**src/hw/rtl/brobs_pkg.sv**
```systemverilog
package brobs_pkg;

  localparam int SCAN_SAMPLES  = 360;
  localparam int HISTORY_DEPTH = 256;

  localparam int RANGE_W    = 16;
  localparam int STEER_W    = 16;
  localparam int STEP_W     = 12;
  localparam int SRC_W      = 2;
  localparam int CFG_IDX_W  = 2;
  localparam int CFG_DATA_W = 16;

  localparam int CNT_W  = $clog2(SCAN_SAMPLES + 1);
  localparam int KW     = (CNT_W > 9) ? CNT_W : 9;
  localparam int OFF_W  = STEP_W + CNT_W;
  localparam int ANG_W  = OFF_W + 2;
  localparam int PROD_W = 32;
  localparam int WSUM_W = 48;
  localparam int RSUM_W = 25;
  localparam int DIV_W  = WSUM_W + 1;
  localparam int DCNT_W = $clog2(DIV_W);

  localparam int LVL_W = $clog2(HISTORY_DEPTH + 1);
  localparam int IDX_W = $clog2(HISTORY_DEPTH);

  localparam int QDEPTH = 4;
  localparam int QCNT_W = $clog2(QDEPTH + 1);
  localparam int QPTR_W = $clog2(QDEPTH);

  localparam int OBUF_DEPTH = 2;
  localparam int OCNT_W     = $clog2(OBUF_DEPTH + 1);
  localparam int OPTR_W     = $clog2(OBUF_DEPTH);

  localparam logic signed [STEER_W-1:0] START_ANGLE_RESET = -16'sd25736;
  localparam logic [STEP_W-1:0]         ANGLE_STEP_RESET  = 12'd143;
  localparam logic signed [STEER_W-1:0] HALF_PI_Q13       = 16'sd12868;
  localparam logic signed [STEER_W-1:0] STEER_MAX         = 16'sh7FFF;
  localparam logic signed [STEER_W-1:0] STEER_MIN         = 16'sh8000;

  localparam int BUBBLE_SPAN = 360;
  localparam int BUBBLE_FLAT = 29;
  localparam int BUBBLE_EDGE = 89;
  localparam int BUBBLE_DIV  = 329;
  localparam int BUBBLE_MM   = 500;

  localparam logic [CFG_IDX_W-1:0] REG_START_ANGLE = CFG_IDX_W'(0);
  localparam logic [CFG_IDX_W-1:0] REG_ANGLE_STEP  = CFG_IDX_W'(1);

  localparam logic [SRC_W-1:0] SRC_NEW    = 2'd0;
  localparam logic [SRC_W-1:0] SRC_RECALL = 2'd1;
  localparam logic [SRC_W-1:0] SRC_EMPTY  = 2'd2;

  typedef struct packed {
    logic                     obstacle;
    logic signed [WSUM_W-1:0] wsum;
    logic [RSUM_W-1:0]        rsum;
  } scan_rec_t;

  typedef struct packed {
    logic [QCNT_W-1:0] count;
    logic              empty;
  } rq_status_t;

  typedef struct packed {
    logic signed [STEER_W-1:0] steer;
    logic [SRC_W-1:0]          src;
    logic                      ovf;
  } result_t;

  function automatic logic below_bubble(input logic [CNT_W-1:0] k,
                                        input logic [RANGE_W-1:0] range);
    logic [KW-1:0] kk;
    logic [KW-1:0] j;
    logic [24:0]   lhs;
    logic [24:0]   rhs;
    logic          hit;
    kk  = KW'(k);
    hit = 1'b0;
    j   = (kk < KW'(BUBBLE_SPAN / 2)) ? kk : KW'(BUBBLE_SPAN - 1) - kk;
    lhs = 25'(range) * 25'(BUBBLE_DIV);
    rhs = 25'(KW'(BUBBLE_SPAN - 1) - j) * 25'(BUBBLE_MM);
    if (kk < KW'(BUBBLE_SPAN)) begin
      if (j <= KW'(BUBBLE_FLAT)) begin
        hit = range < RANGE_W'(BUBBLE_MM);
      end else if (j <= KW'(BUBBLE_EDGE)) begin
        hit = lhs < rhs;
      end
    end
    return hit;
  endfunction

endpackage

```
**src/hw/rtl/brobs_rec_queue.sv**
```systemverilog
module brobs_rec_queue (
  input  logic                  clk,
  input  logic                  rst,
  input  logic                  push,
  input  brobs_pkg::scan_rec_t  din,
  input  logic                  pop,
  output brobs_pkg::scan_rec_t  dout,
  output brobs_pkg::rq_status_t status
);
  import brobs_pkg::*;

  scan_rec_t         entries [QDEPTH];
  logic [QPTR_W-1:0] wptr;
  logic [QPTR_W-1:0] rptr;
  logic [QCNT_W-1:0] count;

  always_ff @(posedge clk) begin
    if (rst) begin
      wptr  <= '0;
      rptr  <= '0;
      count <= '0;
    end else begin
      if (push) begin
        wptr <= wptr + QPTR_W'(1);
      end
      if (pop) begin
        rptr <= rptr + QPTR_W'(1);
      end
      if (push && !pop) begin
        count <= count + QCNT_W'(1);
      end else if (pop && !push) begin
        count <= count - QCNT_W'(1);
      end
    end
  end

  always_ff @(posedge clk) begin
    if (push) begin
      entries[wptr] <= din;
    end
  end

  assign dout         = entries[rptr];
  assign status.count = count;
  assign status.empty = count == '0;

endmodule

```
**config.mk**
```make
export PLATFORM = sky130hd
export DESIGN_NAME = brobs_rec_queue
export DESIGN_NICKNAME = d
export VERILOG_FILES = /design/src/hw/rtl/brobs_pkg.sv /design/src/hw/rtl/brobs_rec_queue.sv
export SDC_FILE = /design/constraint.sdc
export NUM_CORES = 1
export LEC_CHECK = 0
export BUFFER_PORTS_ARGS = -buffer_cell sky130_fd_sc_hd__buf_2
export CAP_MARGIN = 5
export CORE_AREA = 2 2 196 198
export CTS_BUF_LIST = sky130_fd_sc_hd__clkbuf_16
export DETAILED_ROUTE_END_ITERATION = 12
export DIE_AREA = 0 0 198 200
export HOLD_SLACK_MARGIN = 0.02
export SETUP_SLACK_MARGIN = 0.2
export SYNTH_ARGS = -nofsm -noshare
export SYNTH_HDL_FRONTEND = slang
export SYNTH_SLANG_ARGS = --single-unit
```
**constraint.sdc**
```tcl
create_clock -name clk -period 3.8 [get_ports clk]
set_input_delay 0.38 -clock clk [delete_from_list [all_inputs] [get_ports clk]]
set_output_delay 0.38 -clock clk [all_outputs]
set_load 0.02 [all_outputs]
```
; Word-level counts from Yosys, hierarchy flattened
; Memories as Yosys holds them, arrays and structs flattened. A register that Yosys moved wholly into a read port is not among the register bits.
; Cells that the tools add are included.
[word_totals]
ff_bits = 7
ramBits = 296
output_inout_bits = 78
n_memories = 1
[classes]
add_sub_neg = 4
mux = 6
reduce_logical = 6
[mem_list]
columns = name, depth, word_bits, read_ports, rd_clocked_by_memory_dff, wr, line_no
row1 = entries, 4, 74, 1, 1, 1, brobs_rec_queue.sv:12  ; scan_rec_t entries [QDEPTH];
[ops]
columns = op, n
row1 = $mux W3, 2
row2 = $add A2 B1 Y2 const B, 2
row3 = $mux W2, 2
row4 = $add A3 B1 Y3 const B, 1
row5 = $logic_not A3 Y1, 1
row6 = $sub A3 B1 Y3 const B, 1
row7 = $logic_and A1 B1 Y1, 2
row8 = $logic_not A1 Y1, 2
row9 = $mux W1, 2
row10 = $reduce_bool A2 Y1, 1

; Longest topological paths before layout
[depth]
ltp_word = 4
depth_mapped = 7

; Least setup slack after synthesis
; No wires, ideal clock.
[synth_path]
kind = register -> register
start = register wptr[0]
end = memory entries[0][0] in the netlist's numbering, enable pin
setup_ns = 0.440
t_arrival_ns = 2.272
t_required_ns = 3.360
setup_slack_ns = 1.088
path_stages_with_launch = 4
n_path_buf = 0
path_cell_list = dfxtp_1 -> inv_1 -> ha_1 -> and2_1
[synth_rtl]
columns = item, line_no
row1 = from (decl), brobs_rec_queue.sv:13  ; logic [QPTR_W-1:0] wptr;
row2 = from (signal assigned), brobs_rec_queue.sv:24  ; wptr <= wptr + QPTR_W'(1);
row3 = to (decl), brobs_rec_queue.sv:12
; No word-level cell before the write port.

==> out/metrics.yaml <==
status: "completed"
crit_path_max_incr_delay_ns: 0.88
synth_flop_cell: "edfxtp_1"
die_y_microns: 200
synthSimpleGateAreaFrac_pct: 0.597
met1_length_mm: 9.76
wl_met2_mm: 10.3
clock.fmax_ghz: 0.343
wl_per_cell_microns: 19.1
netlist.area_leader.share_pct: 80.1
cp_cell_sequence: "buf_4 -> mux4_2 -> buf_2"
intPower_uw: 6090
clock_sink_count: 305
ys_top_cells_by_area: "edfxtp_1 (80%), mux4_2 (15%), dfxtp_1 (1.6%)"
grt.total_usage_pct: 11.4
fin_total_pwr_uw: 7910
worstHoldPathType: "in -> reg"
drv_slew: 0
synth_edf_count: 296
drt_wl_total_mm: 22.1
antenna_found_initial: 5
htreeDepth: 2
netlist_area_sq_mm: 0.0111
setup_viol: 0
cp_slowest_cell: "dfxtp_4"
power.static_leakage_uw: 0.00458
drive_gt1_share_pct: 45.9
async_flop_share_pct: 0
synth_top_family_by_area: "multiplexers"
clk_path_buf_depth: 3
hold_ws_ns: 0.0750
yosysTopAreaCell: "edfxtp_1"
core_area_sq_mm: 0.0374
numCtsBuffers: 35
num_vias: 4993
period_minus_slack_ns: 2.91
yosys.area_share.xor_xnor_pct: 0.394
grt_pass1_vias: 5432
end_kind: "output port"
finClkSkew_ns: 0.0124
power_frac_seq_pct: 49.8
synth_compound_area_share_pct: 0.0902
synthCells: 429
swShare_pct: 23.1
fp.dieW_microns: 198
tightest_slew_ns: 0.891
tritoncts: "built"
die_area_sq_mm: 0.0396
critical_path_required_ns: 3.42
path_max_fanout: 35
hold_violations: 0
p_sw_uw: 1830
area_delta_synth_final_pct: 22.9
power_density_mw_per_mm2: 580
ant_nets: 0
routed.top_layer: "met5"
hpwl_mm: 13.0
path_clk_slew_ns: 0.06
drtIter0Drc: 254
grt_pass1_wl_mm: 32.9
synth_mux_area_share_pct: 15.2
fin_ws_ns: 0.885
final_common_cell: "edfxtp_1"
dp_slack_ns: 1.33
synthAdderAreaFrac_pct: 0.744
gr-total-overflow: 0
port_buffers: 155
routabilityCongestion: 0.693
vias_per_cell: 4.32
cap_violations: 0
synth.net_count: 513
yosys_warnings: 0
finalSetupTns_ns: 0
clockRootBuffer: "clkbuf_16"
row_count: 71
yosysSeqAreaShare_pct: 81.7
routed-wl-met3_mm: 1.41
clkPwrFrac_pct: 40.3
syn-mean-instance-area_sq_um: 25.9
slew_headroom_pct: 40.6
first_pass_iters: 4
fillers: 3429
period_share_pct: 76.7
initial_core_util_pct: 29.7
final_cell_mix: "edfxtp_1 (296), buf_2 (155), mux4_2 (74), clkbuf_16 (37), inv_1 (12)"
cp-start-kind: "flip-flop"
cp_data_arrival_time_ns: 2.53
synth_cell_types: 20
critical-path-top-delay-family: "flip-flops"
ioPinCount: 156
ys_ff_latch: 305
cp_num_buf_inv: 2
path_class: "reg -> out"
ir_drop_mv: 0.358
grt_max_degree: 50
nNetsFinal: 701
drc_errors: 0
rsz0062_at_grt: "no"
power_frac_comb_pct: 9.9
clock_latency_ns: 0.52
cts_setup_buffers: 0
==> metal layers <==
| layer | vias up | GRT usage [%] |
|---|---|---|
| met5 | - | 0 |
| met1 | 2600 | 14.4 |
| met2 | 130 | 18.2 |
| met3 | 42 | 3.55 |
| met4 | 4 | 5.10 |
| li1 | 2217 | - |
==> final cells by class <==
cell class,count,area (sq um),share of cell area (%)
Clock inverter,26,178,1.30
Sequential cell,305,9080,66.5
Antenna cell,3,7.51,0.0550
Inverter,4,15.0,0.110
Clock buffer,37,926,6.79
Timing Repair Buffer,168,901,6.60
Tap cell,511,639,4.69
Multi-Input combinational cell,103,1900,13.9
==> sequential cells by signal, summed over array words and instances (netlist names), named ones only <==
register,cells
count,3
entries,296
rptr,2
wptr,2
==> power groups by stage <==
stage | Clock [uW] | Combinational (uW) | Sequential [uW]
finish | 3190 | 785 | 3940
global route | 3420 | 849 | 3960
CTS | 3320 | 809 | 3940
detailed placement | 0 | 805 | 4020
global placement | 0 | 796 | 4010
floorplan | 0 | 530 | 3980
==> cells in the mapped netlist, drive strengths merged (2+ instances only) <==
cell    count
mux4       74
dfxtp       9
clkbuf      2
xnor2       2
and2        4
mux2i       2
inv         4
edfxtp    296
nor2        7
buf        15
xor2        3
ha          5
==> through the flow <==
stage / cell area (sq um) / std cells / utilization, %
2_1_floorplan: 11100 / 429 / -
3_3_place_gp: 12500 / 1090 / 33.5
3_5_place_dp: 12500 / 1090 / 33.5
4_1_cts: 13600 / 1154 / 36.5
5_1_grt: 13600 / 1154 / 36.5
6_report: 13600 / 1157 / 36.5
==> worst paths after layout <==
| path | slack, ns | to | depth (start not counted) | start |
|---|---|---|---|---|
| setup / recovery | 0.89 | dout[44] | 3 | flip-flop |
| hold / removal | 0.07 | entries[0][62] | 1 | din[62] |
| setup reg to reg | 1.85 | entries[0][51] | 4 | wptr[0] |
| hold reg to reg | 0.51 | count[2] | 2 | count[2] |
==> logic make-up after synthesis <==
kind of cell / after synthesis
xor gates and xnor gates: 5
muxes: 76
DFF: 305
AOI/OAI and AO/OA: 2
adders and majority gates: 6
buffers and inverters: 21
and+or+nand+nor: 14
==> worst register-to-register path: cells and delay by family, from the launching register on <==
kind / cells / cell delay (ns)
adders and majority gates: 1 / 0.14
buffers and inverters: 2 / 0.39
DFF: 1 / 0.35
and+or+nand+nor: 1 / 0.72
==> what timing repair did <==
| item | CTS | global route |
|---|---|---|
| gates resized for setup | 0 | 0 |
| hold buffers | 1 | 0 |
| endpoints found under the hold margin | 3 | 0 |
Note: power is estimated with default switching activity, not from simulation.
