[src/hw/rtl/brobs_pkg.sv]
package brobs_pkg;

  localparam int SCAN_SAMPLES  = 360;
  localparam int HISTORY_DEPTH = 256;

  localparam int RANGE_W    = 16;
  localparam int STEER_W    = 16;
  localparam int STEP_W     = 12;
  localparam int SRC_W      = 2;
  localparam int CFG_IDX_W  = 2;
  localparam int CFG_DATA_W = 16;

  localparam int CNT_W  = $clog2(SCAN_SAMPLES + 1);
  localparam int KW     = (CNT_W > 9) ? CNT_W : 9;
  localparam int OFF_W  = STEP_W + CNT_W;
  localparam int ANG_W  = OFF_W + 2;
  localparam int PROD_W = 32;
  localparam int WSUM_W = 48;
  localparam int RSUM_W = 25;
  localparam int DIV_W  = WSUM_W + 1;
  localparam int DCNT_W = $clog2(DIV_W);

  localparam int LVL_W = $clog2(HISTORY_DEPTH + 1);
  localparam int IDX_W = $clog2(HISTORY_DEPTH);

  localparam int QDEPTH = 4;
  localparam int QCNT_W = $clog2(QDEPTH + 1);
  localparam int QPTR_W = $clog2(QDEPTH);

  localparam int OBUF_DEPTH = 2;
  localparam int OCNT_W     = $clog2(OBUF_DEPTH + 1);
  localparam int OPTR_W     = $clog2(OBUF_DEPTH);

  localparam logic signed [STEER_W-1:0] START_ANGLE_RESET = -16'sd25736;
  localparam logic [STEP_W-1:0]         ANGLE_STEP_RESET  = 12'd143;
  localparam logic signed [STEER_W-1:0] HALF_PI_Q13       = 16'sd12868;
  localparam logic signed [STEER_W-1:0] STEER_MAX         = 16'sh7FFF;
  localparam logic signed [STEER_W-1:0] STEER_MIN         = 16'sh8000;

  localparam int BUBBLE_SPAN = 360;
  localparam int BUBBLE_FLAT = 29;
  localparam int BUBBLE_EDGE = 89;
  localparam int BUBBLE_DIV  = 329;
  localparam int BUBBLE_MM   = 500;

  localparam logic [CFG_IDX_W-1:0] REG_START_ANGLE = CFG_IDX_W'(0);
  localparam logic [CFG_IDX_W-1:0] REG_ANGLE_STEP  = CFG_IDX_W'(1);

  localparam logic [SRC_W-1:0] SRC_NEW    = 2'd0;
  localparam logic [SRC_W-1:0] SRC_RECALL = 2'd1;
  localparam logic [SRC_W-1:0] SRC_EMPTY  = 2'd2;

  typedef struct packed {
    logic                     obstacle;
    logic signed [WSUM_W-1:0] wsum;
    logic [RSUM_W-1:0]        rsum;
  } scan_rec_t;

  typedef struct packed {
    logic [QCNT_W-1:0] count;
    logic              empty;
  } rq_status_t;

  typedef struct packed {
    logic signed [STEER_W-1:0] steer;
    logic [SRC_W-1:0]          src;
    logic                      ovf;
  } result_t;

  function automatic logic below_bubble(input logic [CNT_W-1:0] k,
                                        input logic [RANGE_W-1:0] range);
    logic [KW-1:0] kk;
    logic [KW-1:0] j;
    logic [24:0]   lhs;
    logic [24:0]   rhs;
    logic          hit;
    kk  = KW'(k);
    hit = 1'b0;
    j   = (kk < KW'(BUBBLE_SPAN / 2)) ? kk : KW'(BUBBLE_SPAN - 1) - kk;
    lhs = 25'(range) * 25'(BUBBLE_DIV);
    rhs = 25'(KW'(BUBBLE_SPAN - 1) - j) * 25'(BUBBLE_MM);
    if (kk < KW'(BUBBLE_SPAN)) begin
      if (j <= KW'(BUBBLE_FLAT)) begin
        hit = range < RANGE_W'(BUBBLE_MM);
      end else if (j <= KW'(BUBBLE_EDGE)) begin
        hit = lhs < rhs;
      end
    end
    return hit;
  endfunction

endpackage

[src/hw/rtl/brobs_back.sv]
module brobs_back (
  input  logic                               clk,
  input  logic                               rst,
  input  brobs_pkg::rq_status_t              q_status,
  input  brobs_pkg::scan_rec_t               rec,
  output logic                               rec_pop,
  input  logic                               pop,
  output logic                               empty,
  output logic signed [brobs_pkg::STEER_W-1:0] steer_angle,
  output logic [brobs_pkg::SRC_W-1:0]        source,
  output logic                               history_overflow
);
  import brobs_pkg::*;

  typedef enum logic [2:0] {
    ST_IDLE,
    ST_DIV,
    ST_ROUND,
    ST_READ,
    ST_EMIT
  } state_t;

  state_t                    state;
  logic                      neg;
  logic [RSUM_W-1:0]         den;
  logic [DIV_W-1:0]          dvd;
  logic [DIV_W-1:0]          quo;
  logic [RSUM_W-1:0]         rem;
  logic [DCNT_W-1:0]         bit_cnt;
  logic [LVL_W-1:0]          level;
  result_t                   res;
  logic signed [STEER_W-1:0] rd_data;

  logic [STEER_W-1:0] hist_mem [HISTORY_DEPTH];

  result_t           obuf [OBUF_DEPTH];
  logic [OCNT_W-1:0] ocount;
  logic [OPTR_W-1:0] owptr;
  logic [OPTR_W-1:0] orptr;
  logic              obuf_push;
  logic              obuf_pop;

  logic signed [DIV_W-1:0]   wext;
  logic [DIV_W-1:0]          mag;
  logic [RSUM_W:0]           rem_sh;
  logic                      ge;
  logic [RSUM_W-1:0]         rem_next;
  logic [STEER_W:0]          qmag;
  logic signed [STEER_W:0]   sval;
  logic signed [STEER_W-1:0] rebound;
  logic signed [STEER_W-1:0] recall;
  logic [LVL_W-1:0]          level_m1;
  logic                      wr_en;
  logic                      rd_en;
  logic                      has_room;

  assign rec_pop  = (state == ST_IDLE) && !q_status.empty;
  assign wext     = DIV_W'(rec.wsum);
  assign mag      = wext[DIV_W-1] ? DIV_W'(-wext) : DIV_W'(wext);
  assign level_m1 = level - LVL_W'(1);
  assign has_room = level < LVL_W'(HISTORY_DEPTH);

  // restoring divider, one quotient bit per cycle
  assign rem_sh   = {rem, dvd[DIV_W-1]};
  assign ge       = rem_sh >= {1'b0, den};
  assign rem_next = ge ? RSUM_W'(rem_sh - {1'b0, den}) : rem_sh[RSUM_W-1:0];

  always_comb begin
    qmag = (quo > DIV_W'(32768)) ? (STEER_W + 1)'(32768) : quo[STEER_W:0];
    if (den == '0) begin
      sval = '0;
    end else if (neg) begin
      sval = -$signed(qmag);
    end else if (qmag > (STEER_W + 1)'(32767)) begin
      sval = (STEER_W + 1)'(32767);
    end else begin
      sval = $signed(qmag);
    end
  end

  assign rebound = sval[STEER_W-1:0];
  assign recall  = (rd_data == STEER_MIN) ? STEER_MAX : -rd_data;
  assign wr_en   = (state == ST_ROUND) && has_room;
  assign rd_en   = rec_pop && !rec.obstacle && (level != '0);

  always_ff @(posedge clk) begin
    if (rst) begin
      state <= ST_IDLE;
      level <= '0;
    end else begin
      unique case (state)
        ST_IDLE: begin
          if (rec_pop) begin
            neg     <= rec.wsum[WSUM_W-1];
            den     <= rec.rsum;
            dvd     <= mag + DIV_W'(rec.rsum >> 1);
            quo     <= '0;
            rem     <= '0;
            bit_cnt <= DCNT_W'(DIV_W - 1);
            if (rec.obstacle) begin
              state <= ST_DIV;
            end else if (level == '0) begin
              res   <= '{steer: '0, src: SRC_EMPTY, ovf: 1'b0};
              state <= ST_EMIT;
            end else begin
              state <= ST_READ;
            end
          end
        end
        ST_DIV: begin
          rem     <= rem_next;
          quo     <= {quo[DIV_W-2:0], ge};
          dvd     <= {dvd[DIV_W-2:0], 1'b0};
          bit_cnt <= bit_cnt - DCNT_W'(1);
          if (bit_cnt == '0) begin
            state <= ST_ROUND;
          end
        end
        ST_ROUND: begin
          res <= '{steer: rebound, src: SRC_NEW, ovf: !has_room};
          if (has_room) begin
            level <= level + LVL_W'(1);
          end
          state <= ST_EMIT;
        end
        ST_READ: begin
          res   <= '{steer: recall, src: SRC_RECALL, ovf: 1'b0};
          level <= level_m1;
          state <= ST_EMIT;
        end
        ST_EMIT: begin
          if (obuf_push) begin
            state <= ST_IDLE;
          end
        end
        default: state <= ST_IDLE;
      endcase
    end
  end

  // history stack
  always_ff @(posedge clk) begin
    if (wr_en) begin
      hist_mem[level[IDX_W-1:0]] <= rebound;
    end
    if (rd_en) begin
      rd_data <= hist_mem[level_m1[IDX_W-1:0]];
    end
  end

  // result buffer
  assign obuf_push = (state == ST_EMIT) && (ocount != OCNT_W'(OBUF_DEPTH));
  assign obuf_pop  = pop && (ocount != '0);

  always_ff @(posedge clk) begin
    if (rst) begin
      ocount <= '0;
      owptr  <= '0;
      orptr  <= '0;
    end else begin
      if (obuf_push) begin
        owptr <= owptr + OPTR_W'(1);
      end
      if (obuf_pop) begin
        orptr <= orptr + OPTR_W'(1);
      end
      if (obuf_push && !obuf_pop) begin
        ocount <= ocount + OCNT_W'(1);
      end else if (obuf_pop && !obuf_push) begin
        ocount <= ocount - OCNT_W'(1);
      end
    end
  end

  always_ff @(posedge clk) begin
    if (obuf_push) begin
      obuf[owptr] <= res;
    end
  end

  assign empty            = ocount == '0;
  assign steer_angle      = obuf[orptr].steer;
  assign source           = obuf[orptr].src;
  assign history_overflow = obuf[orptr].ovf;

endmodule

[config.mk]
export PLATFORM = sky130hd
export DESIGN_NAME = brobs_back
export DESIGN_NICKNAME = d
export VERILOG_FILES = /design/src/hw/rtl/brobs_pkg.sv /design/src/hw/rtl/brobs_back.sv
export SDC_FILE = /design/constraint.sdc
export NUM_CORES = 2
export LEC_CHECK = 0
export BUFFER_PORTS_ARGS = -buffer_cell sky130_fd_sc_hd__buf_2
export CAP_MARGIN = 25
export CORE_ASPECT_RATIO = 0.7
export CORE_MARGIN = 2
export CORE_UTILIZATION = 55
export DETAILED_ROUTE_END_ITERATION = 16
export PLACE_DENSITY_LB_ADDON = 0.05
export SLEW_MARGIN = 10
export SYNTH_ARGS = -nofsm -noshare
export SYNTH_HDL_FRONTEND = slang
export SYNTH_MEMORY_MAX_BITS = 65536
export SYNTH_SLANG_ARGS = --single-unit
export TNS_END_PERCENT = 1
[constraint.sdc]
create_clock -name clk -period 36.2 [get_ports clk]
set_input_delay 7.24 -clock clk [delete_from_list [all_inputs] [get_ports clk]]
set_output_delay 7.24 -clock clk [all_outputs]
set_load 0.05 [all_outputs]
### Yosys cells after proc, flatten, opt, wreduce, memory -nomap -nowiden

Memory sizes are Yosys's and may differ from the RTL's. A register that Yosys moved wholly into a read port is not among the register bits.
Index checks and enable logic that the tools add are counted.

* register bits after elaboration: 190
* bits in latches: 0
* bits in writable memories: 4134
* ROM bits: 0
* input port bits: 81
* output and inout bits: 21
* logic and storage cells: 110
* memories kept: 2

Memories
* hist_mem: words 256, bits a word 16, read ports 1, clocked after Yosys merged registers in 1, wr ports 1, line brobs_back.sv:34 `logic [STEER_W-1:0] hist_mem [HISTORY_DEPTH];`
* obuf: words 2, bits a word 19, read ports 1, clocked after Yosys merged registers in 1, wr ports 1, line brobs_back.sv:36 `result_t obuf [OBUF_DEPTH];`

* add/sub/neg operators: 12
* multipliers: 0
* div/mod/pow operators: 0
* $lt $le $gt $ge: 4
* equality and inequality tests: 12
* shift operators: 0
* muxes and demuxes: 35
* bitwise logic cells: 1
* reductions and logical operators: 30

Operators by type and width (number)
* $pmux 49 s2: 2
* $mux 49: 3
* $mux 16: 4
* $mux 19: 3
* $pmux 19 s3: 1
* $mux 25: 2
* $pmux 25 s2: 1
* $add 49x24->49: 1
* $gt 49x16->1 const B: 1
* $neg 48->49: 1
* $neg 16->16: 2
* $ge 26x25->1: 1
* $logic_not 25->1: 1
* $sub 25x25->25: 1
* $pmux 9 s2: 1
* $gt 17x15->1 const B: 1
* $mux 17: 1
* $eq 16x16->1 const B: 1
* $mux 3: 5
* $ne 2x2->1 const B: 6
* $pmux 3 s4: 1
* $pmux 6 s2: 1
* $add 9x1->9 const B: 1
* $logic_not 9->1: 1
* 27 further kinds: 51

### Depth between registers and ports, before layout

* word-level depth: 7
* depth in mapped cells: 19
* mapped depth without buffers: 16

### Least setup slack after synthesis

Ideal clock, no wire load.

* kind: input -> register
* start point: input port rst
* end point: register bit_cnt[0] (enable)
* library setup time: 0.813 ns
* arrival time: 16.992 ns
* data required time: 35.387 ns
* path slack: 18.396 ns
* stages on the path: 3
* path buffers: 1
* cells stage by stage: clkbuf_1 > nor3_1 > a21boi_0

* word-level cells in the longest chain between the ends: 2

RTL lines
* from (decl): line brobs_back.sv:3 `input logic rst,`
* $not 1->1 (no line)
* $reduce_and 3->1 (no line)
* to (signal assigned): line brobs_back.sv:99 `bit_cnt <= DCNT_W'(DIV_W - 1);`
* to (signal assigned): line brobs_back.sv:114 `bit_cnt <= bit_cnt - DCNT_W'(1);`
* to (decl): line brobs_back.sv:29 `logic [DCNT_W-1:0] bit_cnt;`

No other way between the ends.
A chain may end at the register's enable or synchronous reset.

### Final worst setup path

* start point: input port q_status[0] in the netlist's numbering
* end point: output port rec_pop

* word-level cells in the longest chain between the ends: 2

RTL lines
* from (decl): line brobs_back.sv:4 `input brobs_pkg::rq_status_t q_status,`
* $logic_not 1->1: line brobs_back.sv:57 `assign rec_pop = (state == ST_IDLE) && !q_status.empty;`
* $logic_and 1x1->1: line brobs_back.sv:57
* to (decl): line brobs_back.sv:6 `output logic rec_pop,`

No other way between the ends.

==> results_dict.tcl <==
set metrics [dict create \
    post-cts-setup-buffers 0 \
    std_cell_rows 171 \
    syn-cell-area_um2 171000 \
    slew_viol_final 48 \
    crit_required_ns 28.96 \
    reg2reg_to "rd_data[12]$_DFFE_PP_" \
    setup_viol 0 \
    syn_area_per_cell_um2 22.5 \
    slowest_stage "buf_2" \
    hold_class "register to register" \
    htree_levels 5 \
    syn2layout_area_growth_pct 12.5 \
    coreArea_um2 310000 \
    dpl.hpwl_mm 246 \
    io_buffers 98 \
    start_util_pct 55.3 \
    grt_max_degree 209 \
    gp_congestion 0.859 \
    power_density_nw_per_um2 59.0 \
    crit_cells 5 \
    clk_pin_slew_worst_paths_ns 0.06 \
    drt_iter0_drc 11204 \
    insertion_delay_ns 0.94 \
    syn_inst 7616 \
    dp.cells 11831 \
    wl_mm 429 \
    numCtsBuffers 406 \
    die_height_um 471 \
    clk_path_buf_depth 4 \
    io_pins 102 \
    tightest_slew_ns 1.53 \
    holdBufCountCts 0 \
    path_class "primary input to output port" \
    yosysWarningCount 0 \
    rsz0062_at_grt "false" \
    dieWidth_um 671 \
    ff2ff_path_depth 10 \
    overflow 0 \
    worst-path-buf-inv 3 \
    syn_nets 7759 \
    cts-root-buf "clkbuf_16" \
    async_reset_ff_share_pct 0 \
    synth-main-ff-cell "edfxtp_1" \
    wl_per_cell_um 34.0 \
    period_share_pct 42.2 \
    rr_startpoint "level[0]$_SDFFE_PP0P_" \
    groute.usage.overall_pct 27.2 \
    fin_setup_tns_ns 0 \
    slew_headroom_pct -1.89 \
    antenna_found_initial 37 \
    layout.nets 8254 \
    cts_tree "done" \
    ant_nets 0 \
    path_cells "buf_2 > nor2_1 > nand2_1 > inv_1 > buf_2" \
    slowest_delay_ns 0.27 \
    hold-path-cell-count 0 \
    maxCapViolations 0 \
    start_kind "primary input" \
    leakagePower_nw 58.8 \
    outcome "complete, but fails checks" \
    hold_viol 0 \
    min_from "res[5]$_DFFE_PP_" \
    rrSetupSlack_ns 27.90 \
    clock_sinks 4341 \
    synth_seq_cells 4341 \
    timing.fmax_mhz 65.4 \
    peakVddDrop_mv 0.0440 \
    firstDrtPassIters 5 \
    fin_worst_skew_ns 0.0608 \
    drive_gt1_share_pct 31.2 \
    grt_pass1_vias 79960 \
    drc_errors 0 \
    path_max_fanout 4 \
    cts_resized 0 \
    synth-edff-count 4324 \
    via_count 82629 \
    violations "slew limit" \
    detail_route.vias_per_cell 6.56 \
    yosysSeqAreaShare_pct 75.9 \
    die_area_um2 316000 \
    critical_path_arrival_ns 8.04 \
    num-fill-cells 20966 \
    min_to "obuf[0][5]$_DFFE_PP_" \
    end_kind "output port" \
    ys_types 88 \
    cp_common_cell "buf_2" \
    fin_crit_ns 15.28 \
    critPathTopFamily "buffers and inverters" \
    stdcell_count 12597 \
    grt_pass1_wl_mm 607 \
]
-- power breakdown --
group / total, W / leakage, nW / switching [W] / internal, W
Clock: 0.00426 / 6.43 / 0.00182 / 0.00244
Sequential: 0.00563 / 39.1 / 0.0000222 / 0.00561
Combinational: 0.00148 / 13.2 / 0.000913 / 0.000566
Total: 0.0114 / 58.8 / 0.00276 / 0.00861
-- metrics by stage --
stage	util, %	hold slack, ns	cell area [um2]	total power, W	setup slack [ns]
6_report	62.2	0.448	193000	0.0114	20.92
5_1_grt	62.2	0.459	193000	0.0117	20.88
4_1_cts	62.0	0.450	192000	0.0114	20.83
3_3_place_gp	57.7	0.426	179000	0.00719	20.84
3_5_place_dp	57.8	0.436	179000	0.00721	20.84
2_1_floorplan	-	0.421	171000	0.00665	18.40
-- layout make-up --
class / count / area [um2] / share of cell area [%]
sequential: 4341 / 130000 / 67.5
multi-input combinational: 2794 / 39800 / 20.7
clock buffer: 483 / 10600 / 5.50
tap: 4152 / 5190 / 2.69
timing repair buffer: 497 / 4180 / 2.17
clock inverter: 250 / 2520 / 1.31
inverter: 71 / 267 / 0.138
antenna: 9 / 22.5 / 0.0117
-- metal layers --
layer	track usage (%)	up-vias	part of all wire, %
met4	6.07	10	2.3
met5	0	-	0.016
met1	43.2	44737	43
met2	39.3	3950	45
li1	-	33379	-
met3	5.85	553	10
-- worst max path at each step --
stage | startpoint | endpoint
after global routing | q_status[0] | rec_pop
after detailed placement | q_status[0] | rec_pop
after CTS | q_status[0] | rec_pop
after floorplan | rst | bit_cnt[0]$_SDFFCE_PN0P_
after global placement | q_status[0] | rec_pop
final | q_status[0] | rec_pop
-- worst reg2reg max path, stage by stage, from the launching register on --
cell	delay, ns
dfxtp_4	0.87
inv_1	0.29
ha_4	0.84
buf_4	0.78
buf_4	0.93
buf_4	0.91
buf_4	0.94
mux4_2	0.55
mux4_2	0.63
mux4_2	0.71
mux4_2	0.57
-- layout by cell type (no fill, tap or decap), types with 25 or more instances in the layout --
cell / instances
nor4_1: 34
clkbuf_16: 413
clkinv_1: 87
edfxtp_1: 4324
bufinv_16: 49
ha_1: 59
nand2_1: 122
nor2_2: 90
and3_1: 66
nor2_1: 304
buf_2: 98
nor3_1: 38
nand3_1: 34
o21ai_0: 87
mux4_2: 1360
clkbuf_1: 70
buf_12: 25
inv_1: 67
a21oi_1: 96
clkinv_2: 85
buf_4: 350
xnor2_1: 89
xor2_1: 32
-- cells by family (layout without fill, tap and decap cells) --
kind of cell	after synthesis	in the layout	share of synthesized area, %
flip-flops	4341	4341	75.9
buffers and inverters	481	1301	1.14
AND/OR/NAND/NOR	851	851	2.34
XOR/XNOR	127	127	0.649
multiplexers	1396	1396	18.1
adder cells (fa/ha/maj)	62	62	0.461
AO/OA/AOI/OAI	358	358	1.37
other	0	9	0
-- cells in the mapped netlist, drive strengths merged (5+ instances only) --
cell       n  area (um2)
nand2b    14        87.6
or2        9        56.3
o21a       9        67.6
mux4    1360       30600
nor3b      5        37.5
or4        8        67.6
o21ai     87         435
nand3     51         260
nor2b     15        93.8
and3      66         413
o21bai     8        60.1
xor2      34         298
ha        60         751
and2      13        81.3
mux2      21         236
or3       15        98.8
xnor2     93         815
a21o      24         180
nand2    124         468
edfxtp  4324      130000
o211ai     9        77.6
nor4      36         255
nor3      45         248
a21oi     98         494
buf      117         589
mux2i     15         150
inv       67         251
nor2     409        1540
a21boi     5        37.5
nand4     26         184
a311oi     5        43.8
a211oi    21         158
o41ai     13         129
dfxtp     17         340
clkbuf   293        1100
a31oi      6        37.5
o31ai     18         140
o22ai     10        62.6
-- state kept, by name (all words and copies together) (netlist names), named ones only --
register and cells:
hist_mem 4096, ocount 2, den 25, state 3
dvd 49, level 9, owptr 1, quo 49
bit_cnt 6, rd_data 16, res 19, obuf 38
orptr 1, rem 25, neg 1
Note: power is estimated with default switching activity, not from simulation.
