### src/hw/rtl/brobs_pkg.sv
package brobs_pkg;

  localparam int SCAN_SAMPLES  = 360;
  localparam int HISTORY_DEPTH = 256;

  localparam int RANGE_W    = 16;
  localparam int STEER_W    = 16;
  localparam int STEP_W     = 12;
  localparam int SRC_W      = 2;
  localparam int CFG_IDX_W  = 2;
  localparam int CFG_DATA_W = 16;

  localparam int CNT_W  = $clog2(SCAN_SAMPLES + 1);
  localparam int KW     = (CNT_W > 9) ? CNT_W : 9;
  localparam int OFF_W  = STEP_W + CNT_W;
  localparam int ANG_W  = OFF_W + 2;
  localparam int PROD_W = 32;
  localparam int WSUM_W = 48;
  localparam int RSUM_W = 25;
  localparam int DIV_W  = WSUM_W + 1;
  localparam int DCNT_W = $clog2(DIV_W);

  localparam int LVL_W = $clog2(HISTORY_DEPTH + 1);
  localparam int IDX_W = $clog2(HISTORY_DEPTH);

  localparam int QDEPTH = 4;
  localparam int QCNT_W = $clog2(QDEPTH + 1);
  localparam int QPTR_W = $clog2(QDEPTH);

  localparam int OBUF_DEPTH = 2;
  localparam int OCNT_W     = $clog2(OBUF_DEPTH + 1);
  localparam int OPTR_W     = $clog2(OBUF_DEPTH);

  localparam logic signed [STEER_W-1:0] START_ANGLE_RESET = -16'sd25736;
  localparam logic [STEP_W-1:0]         ANGLE_STEP_RESET  = 12'd143;
  localparam logic signed [STEER_W-1:0] HALF_PI_Q13       = 16'sd12868;
  localparam logic signed [STEER_W-1:0] STEER_MAX         = 16'sh7FFF;
  localparam logic signed [STEER_W-1:0] STEER_MIN         = 16'sh8000;

  localparam int BUBBLE_SPAN = 360;
  localparam int BUBBLE_FLAT = 29;
  localparam int BUBBLE_EDGE = 89;
  localparam int BUBBLE_DIV  = 329;
  localparam int BUBBLE_MM   = 500;

  localparam logic [CFG_IDX_W-1:0] REG_START_ANGLE = CFG_IDX_W'(0);
  localparam logic [CFG_IDX_W-1:0] REG_ANGLE_STEP  = CFG_IDX_W'(1);

  localparam logic [SRC_W-1:0] SRC_NEW    = 2'd0;
  localparam logic [SRC_W-1:0] SRC_RECALL = 2'd1;
  localparam logic [SRC_W-1:0] SRC_EMPTY  = 2'd2;

  typedef struct packed {
    logic                     obstacle;
    logic signed [WSUM_W-1:0] wsum;
    logic [RSUM_W-1:0]        rsum;
  } scan_rec_t;

  typedef struct packed {
    logic [QCNT_W-1:0] count;
    logic              empty;
  } rq_status_t;

  typedef struct packed {
    logic signed [STEER_W-1:0] steer;
    logic [SRC_W-1:0]          src;
    logic                      ovf;
  } result_t;

  function automatic logic below_bubble(input logic [CNT_W-1:0] k,
                                        input logic [RANGE_W-1:0] range);
    logic [KW-1:0] kk;
    logic [KW-1:0] j;
    logic [24:0]   lhs;
    logic [24:0]   rhs;
    logic          hit;
    kk  = KW'(k);
    hit = 1'b0;
    j   = (kk < KW'(BUBBLE_SPAN / 2)) ? kk : KW'(BUBBLE_SPAN - 1) - kk;
    lhs = 25'(range) * 25'(BUBBLE_DIV);
    rhs = 25'(KW'(BUBBLE_SPAN - 1) - j) * 25'(BUBBLE_MM);
    if (kk < KW'(BUBBLE_SPAN)) begin
      if (j <= KW'(BUBBLE_FLAT)) begin
        hit = range < RANGE_W'(BUBBLE_MM);
      end else if (j <= KW'(BUBBLE_EDGE)) begin
        hit = lhs < rhs;
      end
    end
    return hit;
  endfunction

endpackage

### src/hw/rtl/brobs_front.sv
module brobs_front (
  input  logic                           clk,
  input  logic                           rst,
  input  logic                           push,
  output logic                           full,
  input  logic [brobs_pkg::RANGE_W-1:0]  range_mm,
  input  logic                           last_sample,
  input  logic                           cfg_valid,
  input  logic [brobs_pkg::CFG_IDX_W-1:0]  cfg_index,
  input  logic [brobs_pkg::CFG_DATA_W-1:0] cfg_data,
  input  brobs_pkg::rq_status_t          q_status,
  output logic                           rec_push,
  output brobs_pkg::scan_rec_t           rec
);
  import brobs_pkg::*;

  localparam logic signed [ANG_W-1:0] ANG_MAX = ANG_W'(32767);
  localparam logic signed [ANG_W-1:0] ANG_MIN = ANG_W'(-32768);

  logic signed [STEER_W-1:0] start_angle;
  logic [STEP_W-1:0]         angle_step;
  logic [CNT_W-1:0]          sample_count;
  logic                      accept;

  logic                s1_valid;
  logic                s1_last;
  logic                s1_ok;
  logic [CNT_W-1:0]    s1_k;
  logic [RANGE_W-1:0]  s1_range;
  logic [OFF_W-1:0]    s1_off;

  logic                      s2_valid;
  logic                      s2_last;
  logic                      s2_hit;
  logic signed [STEER_W-1:0] s2_ang;
  logic [RANGE_W-1:0]        s2_range;

  logic                     s3_valid;
  logic                     s3_last;
  logic                     s3_hit;
  logic signed [PROD_W-1:0] s3_prod;
  logic [RANGE_W-1:0]       s3_range;

  logic signed [WSUM_W-1:0] wsum;
  logic [RSUM_W-1:0]        rsum;
  logic                     obstacle;

  logic signed [ANG_W-1:0]           ang_full;
  logic signed [STEER_W-1:0]         ang_sat;
  logic                              rear;
  logic signed [RANGE_W+STEER_W:0]   prod_full;
  logic [QCNT_W+1:0]                 pending;
  logic                              hit_v;
  logic signed [WSUM_W-1:0]          wsum_next;
  logic [RSUM_W-1:0]                 rsum_next;
  logic                              obstacle_next;

  assign pending = (QCNT_W + 2)'(q_status.count) + (QCNT_W + 2)'(s1_last)
                 + (QCNT_W + 2)'(s2_last) + (QCNT_W + 2)'(s3_last);
  assign full    = pending >= (QCNT_W + 2)'(QDEPTH);
  assign accept  = push & ~full;

  always_ff @(posedge clk) begin
    if (rst) begin
      start_angle <= START_ANGLE_RESET;
      angle_step  <= ANGLE_STEP_RESET;
    end else if (cfg_valid) begin
      unique case (cfg_index)
        REG_START_ANGLE: start_angle <= cfg_data;
        REG_ANGLE_STEP:  angle_step  <= cfg_data[STEP_W-1:0];
        default: ;
      endcase
    end
  end

  always_ff @(posedge clk) begin
    if (rst) begin
      sample_count <= '0;
    end else if (accept) begin
      if (last_sample) begin
        sample_count <= '0;
      end else if (sample_count < CNT_W'(SCAN_SAMPLES)) begin
        sample_count <= sample_count + CNT_W'(1);
      end
    end
  end

  // stage 1: index and angle offset
  always_ff @(posedge clk) begin
    if (rst) begin
      s1_valid <= 1'b0;
      s1_last  <= 1'b0;
    end else begin
      s1_valid <= accept;
      s1_last  <= accept & last_sample;
    end
    s1_ok    <= sample_count < CNT_W'(SCAN_SAMPLES);
    s1_k     <= sample_count;
    s1_range <= range_mm;
    s1_off   <= OFF_W'(angle_step) * OFF_W'(sample_count);
  end

  // stage 2: saturated angle and obstacle test
  assign ang_full = ANG_W'(start_angle) + $signed({2'b00, s1_off});

  always_comb begin
    if (ang_full > ANG_MAX) begin
      ang_sat = STEER_MAX;
    end else if (ang_full < ANG_MIN) begin
      ang_sat = STEER_MIN;
    end else begin
      ang_sat = ang_full[STEER_W-1:0];
    end
  end

  assign rear = (ang_sat >= HALF_PI_Q13) || (ang_sat <= -HALF_PI_Q13);

  always_ff @(posedge clk) begin
    if (rst) begin
      s2_valid <= 1'b0;
      s2_last  <= 1'b0;
    end else begin
      s2_valid <= s1_valid;
      s2_last  <= s1_last;
    end
    s2_hit   <= s1_ok & rear & below_bubble(s1_k, s1_range);
    s2_ang   <= ang_sat;
    s2_range <= s1_range;
  end

  // stage 3: angle times range
  assign prod_full = s2_ang * $signed({1'b0, s2_range});

  always_ff @(posedge clk) begin
    if (rst) begin
      s3_valid <= 1'b0;
      s3_last  <= 1'b0;
    end else begin
      s3_valid <= s2_valid;
      s3_last  <= s2_last;
    end
    s3_hit   <= s2_hit;
    s3_prod  <= prod_full[PROD_W-1:0];
    s3_range <= s2_range;
  end

  // stage 4: scan sums
  assign hit_v         = s3_valid & s3_hit;
  assign wsum_next     = hit_v ? wsum + WSUM_W'(s3_prod) : wsum;
  assign rsum_next     = hit_v ? rsum + RSUM_W'(s3_range) : rsum;
  assign obstacle_next = obstacle | hit_v;

  always_ff @(posedge clk) begin
    if (rst) begin
      wsum     <= '0;
      rsum     <= '0;
      obstacle <= 1'b0;
    end else if (s3_valid) begin
      if (s3_last) begin
        wsum     <= '0;
        rsum     <= '0;
        obstacle <= 1'b0;
      end else begin
        wsum     <= wsum_next;
        rsum     <= rsum_next;
        obstacle <= obstacle_next;
      end
    end
  end

  assign rec_push     = s3_valid & s3_last;
  assign rec.obstacle = obstacle_next;
  assign rec.wsum     = wsum_next;
  assign rec.rsum     = rsum_next;

endmodule

### config.mk
export PLATFORM = sky130hd
export DESIGN_NAME = brobs_front
export DESIGN_NICKNAME = d
export VERILOG_FILES = /design/src/hw/rtl/brobs_pkg.sv /design/src/hw/rtl/brobs_front.sv
export SDC_FILE = /design/constraint.sdc
export NUM_CORES = 2
export LEC_CHECK = 0
export BUFFER_PORTS_ARGS = -buffer_cell sky130_fd_sc_hd__buf_2
export CORE_AREA = 3 3 295 210
export CTS_CLUSTER_SIZE = 12
export DETAILED_ROUTE_END_ITERATION = 12
export DIE_AREA = 0 0 298 213
export PLACE_DENSITY = 0.62
export SLEW_MARGIN = 40
export SYNTH_ARGS = -nofsm -noshare
export SYNTH_HDL_FRONTEND = slang
export SYNTH_SLANG_ARGS = --single-unit
### constraint.sdc
create_clock -name clk -period 11 [get_ports clk]
set_clock_uncertainty 0.15 [all_clocks]
set_input_delay 1.65 -clock clk [delete_from_list [all_inputs] [get_ports clk]]
set_output_delay 1.65 -clock clk [all_outputs]
set_load 0.005 [all_outputs]
Word level (Yosys, flattened, before mapping) --
Index checks and enable logic that the tools add are counted.
Storage, ports and cells: bits in registers 246
Operators by class: add/subtract/negate cells 9, multipliers 4, $lt $le $gt $ge 12, equal/unequal tests 1, multiplexer cells 13, bitwise operators 8, reduce and logical (&&, ||, !) cells 6
Operators by type and width (count):
- $mux 48 | 2
- $mux 25 | 2
- $add 48x32->48 | 1
- $mul 16x17->32 | 1
- $mux 16 | 2
- $mux 9 | 3
- $add 25x16->25 | 1
- $lt 25x25->1 | 1
- $mul 16x9->25 const B | 1
- $mul 25x7->23 const B | 1
- $add 16x22->23 | 1
- $gt 23x16->1 const B | 1
- $lt 23x16->1 const B | 1
- $mul 12x9->21 | 1
- $lt 9x9->1 const B | 2
- $ge 16x15->1 const B | 1
- $le 16x15->1 const B | 1
- $lt 16x9->1 const B | 1
- $sub 9x9->10 const A | 1
- $add 9x1->9 const B | 1
- $le 9x5->1 const B | 1
- $le 9x7->1 const B | 1
- $lt 9x8->1 const B | 1
- $sub 9x9->9 const A | 1
- other kinds (13) | 23

Longest topological paths before layout --
word-level depth 9, mapped depth 35, mapped depth without buffers 34

Least setup slack after synthesis --
No wires, ideal clock.
kind register -> register, start point register s1_k[3], end point register s2_hit, setup time 0.058 ns, arrival 7.546 ns, data required time 10.792 ns, path slack 3.246 ns, stages on the path, launching flop included 35, buffers on the path 1, period minus slack after synthesis 7.754 ns, cells stage by stage dfxtp_1 -> inv_1 -> ha_1 -> a21o_1 -> a21o_1 -> a21oi_1 -> buf_1 -> o31ai_2 -> and3_1 -> a21oi_1 -> o22ai_1 -> a21oi_1 -> ha_1 -> fa_1 -> inv_1 -> fa_1 -> inv_1 -> fa_1 -> ha_1 -> or2_2 -> a21oi_1 -> a211oi_1 -> or3_1 -> a21oi_1 -> xor2_1 -> ha_1 -> nand4_1 -> nor2_1 -> nand3_1 -> nor4_1 -> a2111oi_0 -> nand4_1 -> mux2_2 -> nor2_1 -> o211a_1
On the way: longest elaborated chain between the ends 9
RTL lines:
- from (decl) | line brobs_front.sv:28 | logic [CNT_W-1:0] s1_k;
- from (signal assigned) | line brobs_front.sv:98 | s1_k <= sample_count;
- $sub 9x9->9 or $lt 9x8->1 (tied branches) | line brobs_pkg.sv:79 | j = (kk < KW'(BUBBLE_SPAN / 2)) ? kk : KW'(BUBBLE_SPAN - 1) - kk;
- $mux 9 | line brobs_pkg.sv:79
- $sub 9x9->10 | line brobs_pkg.sv:81 | rhs = 25'(KW'(BUBBLE_SPAN - 1) - j) * 25'(BUBBLE_MM);
- $mul 25x7->23 | line brobs_pkg.sv:81
- $lt 25x25->1 | line brobs_pkg.sv:86 | hit = lhs < rhs;
- $mux 1 | line brobs_pkg.sv:85 | end else if (j <= KW'(BUBBLE_EDGE)) begin
- $mux 1 | line brobs_pkg.sv:83 | if (j <= KW'(BUBBLE_FLAT)) begin
- $mux 1 (*) | line brobs_pkg.sv:82 | if (kk < KW'(BUBBLE_SPAN)) begin
- $and 1x1->1 (*) | line brobs_front.sv:126 | s2_hit <= s1_ok & rear & below_bubble(s1_k, s1_range);
- to (signal assigned) | line brobs_front.sv:126
- to (decl) | line brobs_front.sv:34 | logic s2_hit;
Every way passes the cells marked *; elsewhere a longest branch is shown, timed or not. A chain may end at the register's enable or synchronous reset.

Worst setup path after layout --
Same ends and word-level chain as after synthesis.

==> results.yml <==
clock_tree:
  worstSkewPairLatency_ns: 0.57
  cts_hold_buffers: 0
  worst_setup_hold_path_clk_slew_ns: 0.06
  cts_tree: "yes"
  cts_sinks: 246
  cts_inserted_buffers: 28
  h-tree-depth: 1
  post_cts_buffers: 0
  clockBufferDepth: 3
  post_cts_resize_count: 0
  cts.root.buffer_cell: "sky130_fd_sc_hd__clkbuf_16"
timing:
  timing_max_transition_violations_final: 0
  timing.hold.ws_ns: 0.223
  finalSetupViolations: 0
  final.period_utilization_pct: 80.9
  timing.setup.tns_ns: 0
  min_period_ns: 8.90
  setup_repair_after_global_routing_missed_its_margin: "false"
  hold_violations: 0
  setup_ws_ns: 2.10
  remaining_max_slew_budget_at_the_tightest_pin_pct: 39.7
  timing_worst_slew_pin_value_ns: 0.903
  achievable-frequency_mhz: 112
critical_path:
  critical-path-max-stage-delay_ns: 0.67
  critPathSlowestCell: "sky130_fd_sc_hd__dfxtp_1"
  r2r_end: "s2_hit$_DFF_P_"
  endpoint_kind: "flop"
  ff2ff_path_depth: 32
  worstPathMaxFanout: 13
  crit_path_start_kind: "flop"
  critical_path_class: "flop to flop"
  worst_path_most_repeated_cell: "sky130_fd_sc_hd__ha_1"
  worst-r2r-setup-slack_ns: 2.10
  worst-endpoint-arrival_ns: 9.27
  crit-reg2reg-launch: "s1_k[3]$_DFF_P_"
  worst-endpoint-required_ns: 11.37
detailed_routing:
  route.antenna.remaining_nets: 0
  firstDrtPassIters: 6
  dr.first_iter.drc_count: 1696
  total_via_count_after_detailed_routing: 23407
  viasPerCell: 5.55
  drc: 0
  routed_wl_mm: 74.2
  routed_wirelength_normalized_by_instance_count_um: 17.6
logic_synthesis:
  netlist_top_cells_count: "sky130_fd_sc_hd__inv_1 (456), sky130_fd_sc_hd__nand2_1 (427), sky130_fd_sc_hd__ha_1 (375)"
  asyncSetResetFlopFracSynth_pct: 0
  synth_enable_flop_cells: 0
  ys_warn_count: 0
  most_used_standard_cell_by_instance_count_after_synthesis: "sky130_fd_sc_hd__inv_1"
  synthesis.nets: 4093
  post_syn_area_per_cell_um2: 8.63
  cell_count_after_synthesis: 3358
  synth.yosys.seq_area_share_pct: 17.0
  total_standard_cell_area_after_synthesis_mm2: 0.0290
  synth_top_cell_by_area: "sky130_fd_sc_hd__fa_1"
  synth.ff_latch_count: 246
  synth_top_area_share_pct: 21.9
  leading_register_cell_type_out_of_synthesis: "sky130_fd_sc_hd__dfxtp_1"
  synth.area.top_cells: "sky130_fd_sc_hd__fa_1 (22%), sky130_fd_sc_hd__dfxtp_1 (17%), sky130_fd_sc_hd__ha_1 (16%), sky130_fd_sc_hd__inv_1 (5.9%), sky130_fd_sc_hd__nand2_1 (5.5%)"
  yosysUniqueCellTypes: 83
cells_and_area:
  multiInputGateArea_mm2: 0.0219
  area.sequential_mm2: 0.00494
  finish.cell_count_without_fillers: 4219
  finish.net_count: 4129
  final.fill_count: 5592
  flow.area_growth_from_synthesis_pct: 7.76
  post_route_cells_drive_above_1_share_pct: 7.33
power:
  vdd.ir_drop.worst_v: 0.000489
  overall_power_of_the_completed_layout_mw: 8.88
  static-leakage-power_nw: 15.7
  cellPowerDensity_mw_per_mm2: 285
die:
  fp.dieW_um: 298
  initial_utilization_pct: 48.7
  ios: 119
  floorplan.rows: 75
  floorplan.die.height_um: 213
  core_area_mm2: 0.0595
  fp.dieArea_mm2: 0.0635
place:
  port_buffers: 117
  half_perimeter_wire_length_of_the_detailed_placement_result_mm: 57.4
  finalWeightedCongestion: 0.888
  dp_cells: 4172
  post-place-ws_ns: 2.19
grt:
  grt.total_usage_pct: 23.4
  grt_overflow_total: 0
  first_global_vias: 23820
  pin_count_of_the_biggest_net_entering_global_routing: 78
  antenna_found_initial: 4
  first_pass_grt_wire_length_mm: 122
hold_path:
  worst_hold_path_endpoint: "s2_range[1]$_DFF_P_"
  timing.hold.worst.start: "s1_range[1]$_DFF_P_"
  hold_path_class: "flop to flop"
  worst_hold_path.num_cells: 0
run:
  max_cap_viol: 0
outcome:
  run_status: "finished clean"
-- worst max path at each step --
stage / start / end / slack, ns
floorplan: s1_k[3]$_DFF_P_ / s2_hit$_DFF_P_ / 3.25
detailed placement: s1_k[3]$_DFF_P_ / s2_hit$_DFF_P_ / 2.19
global placement: s1_k[3]$_DFF_P_ / s2_hit$_DFF_P_ / 2.09
finish: s1_k[3]$_DFF_P_ / s2_hit$_DFF_P_ / 2.10
global route: s1_k[3]$_DFF_P_ / s2_hit$_DFF_P_ / 1.41
CTS: s1_k[3]$_DFF_P_ / s2_hit$_DFF_P_ / 2.15
-- stage by stage --
step / util [%] / instance area [um^2]
floorplan: - / 29000
finish: 52.5 / 31200
global placement: 50.8 / 30200
CTS: 52.4 / 31200
detailed placement: 50.8 / 30200
global route: 52.5 / 31200
-- layout make-up --
cell class / instances / area share, %
well taps: 808 / 3.24
flip-flops and latches: 246 / 15.8
clock buffers: 34 / 2.44
diodes: 1 / 0.00802
inverters: 457 / 5.50
clock inverters: 12 / 0.649
multi-input cells: 2532 / 70.1
repair buffers: 129 / 2.18
-- report_power, final --
part	switching (mW)	total, mW	internal [mW]
combinational	3.80	6.65	2.84
sequential	0.160	1.24	1.08
clock	0.389	0.996	0.606
total	4.35	8.88	4.53
-- cells in the final DEF (no fill, tap or decap), drive strengths merged, types with 19 or more instances in the layout --
master and instances:
clkbuf 34, nand2b 31, nor3 42, and3 24
nand2 427, o21a 21, buf 129, nand4 21
fa 317, o211ai 19, o21ai 144, inv 457
ha 375, dfxtp 246, o21bai 25, a21o 69
xor2 56, nor2b 24, a21oi 161, nand3 65
a31oi 19, and2 153, xnor2 115, a22oi 39
nor2 140
-- registers in the layout (all words and copies together) (netlist names), 9 cells and up --
signal and flops:
start_angle 16, sample_count 9, wsum 48, rsum 25
s1_range 16, s1_off 21, s3_prod 32, s3_range 16
angle_step 12, s2_range 16, s2_ang 16, s1_k 9
-- per-layer routing --
layer	GRT usage, %	share of wire, %	vias to the layer above
li1	-	-	11244
met1	33.1	47	11427
met2	37.7	44	629
met3	3.69	6.3	107
met4	5.90	2.5	0
met5	0	0	-
-- critical path, delay by kind of cell (launching register included) --
family,cells,cell delay (ns)
AND/OR/NAND/NOR,8,1.15
multiplexers,2,0.75
adder cells (fa/ha/maj),7,2.69
XOR/XNOR,2,0.71
AO/OA/AOI/OAI,10,2.49
buffers and inverters,3,0.24
flip-flops,1,0.67
-- logic make-up (layout without fill, tap and decap cells) --
family,after synthesis,after routing,share of synthesized area (%)
and+or+nand+nor,1003,1003,16.6
adders and majority gates,692,692,38.1
AOI/OAI and AO/OA,639,639,14.6
buffers and inverters,580,632,7.54
DFF,246,246,17.0
xor gates and xnor gates,171,171,5.17
muxes,27,27,1.01
other,0,1,0
No activity file was read; power rests on OpenSTA's default activity.
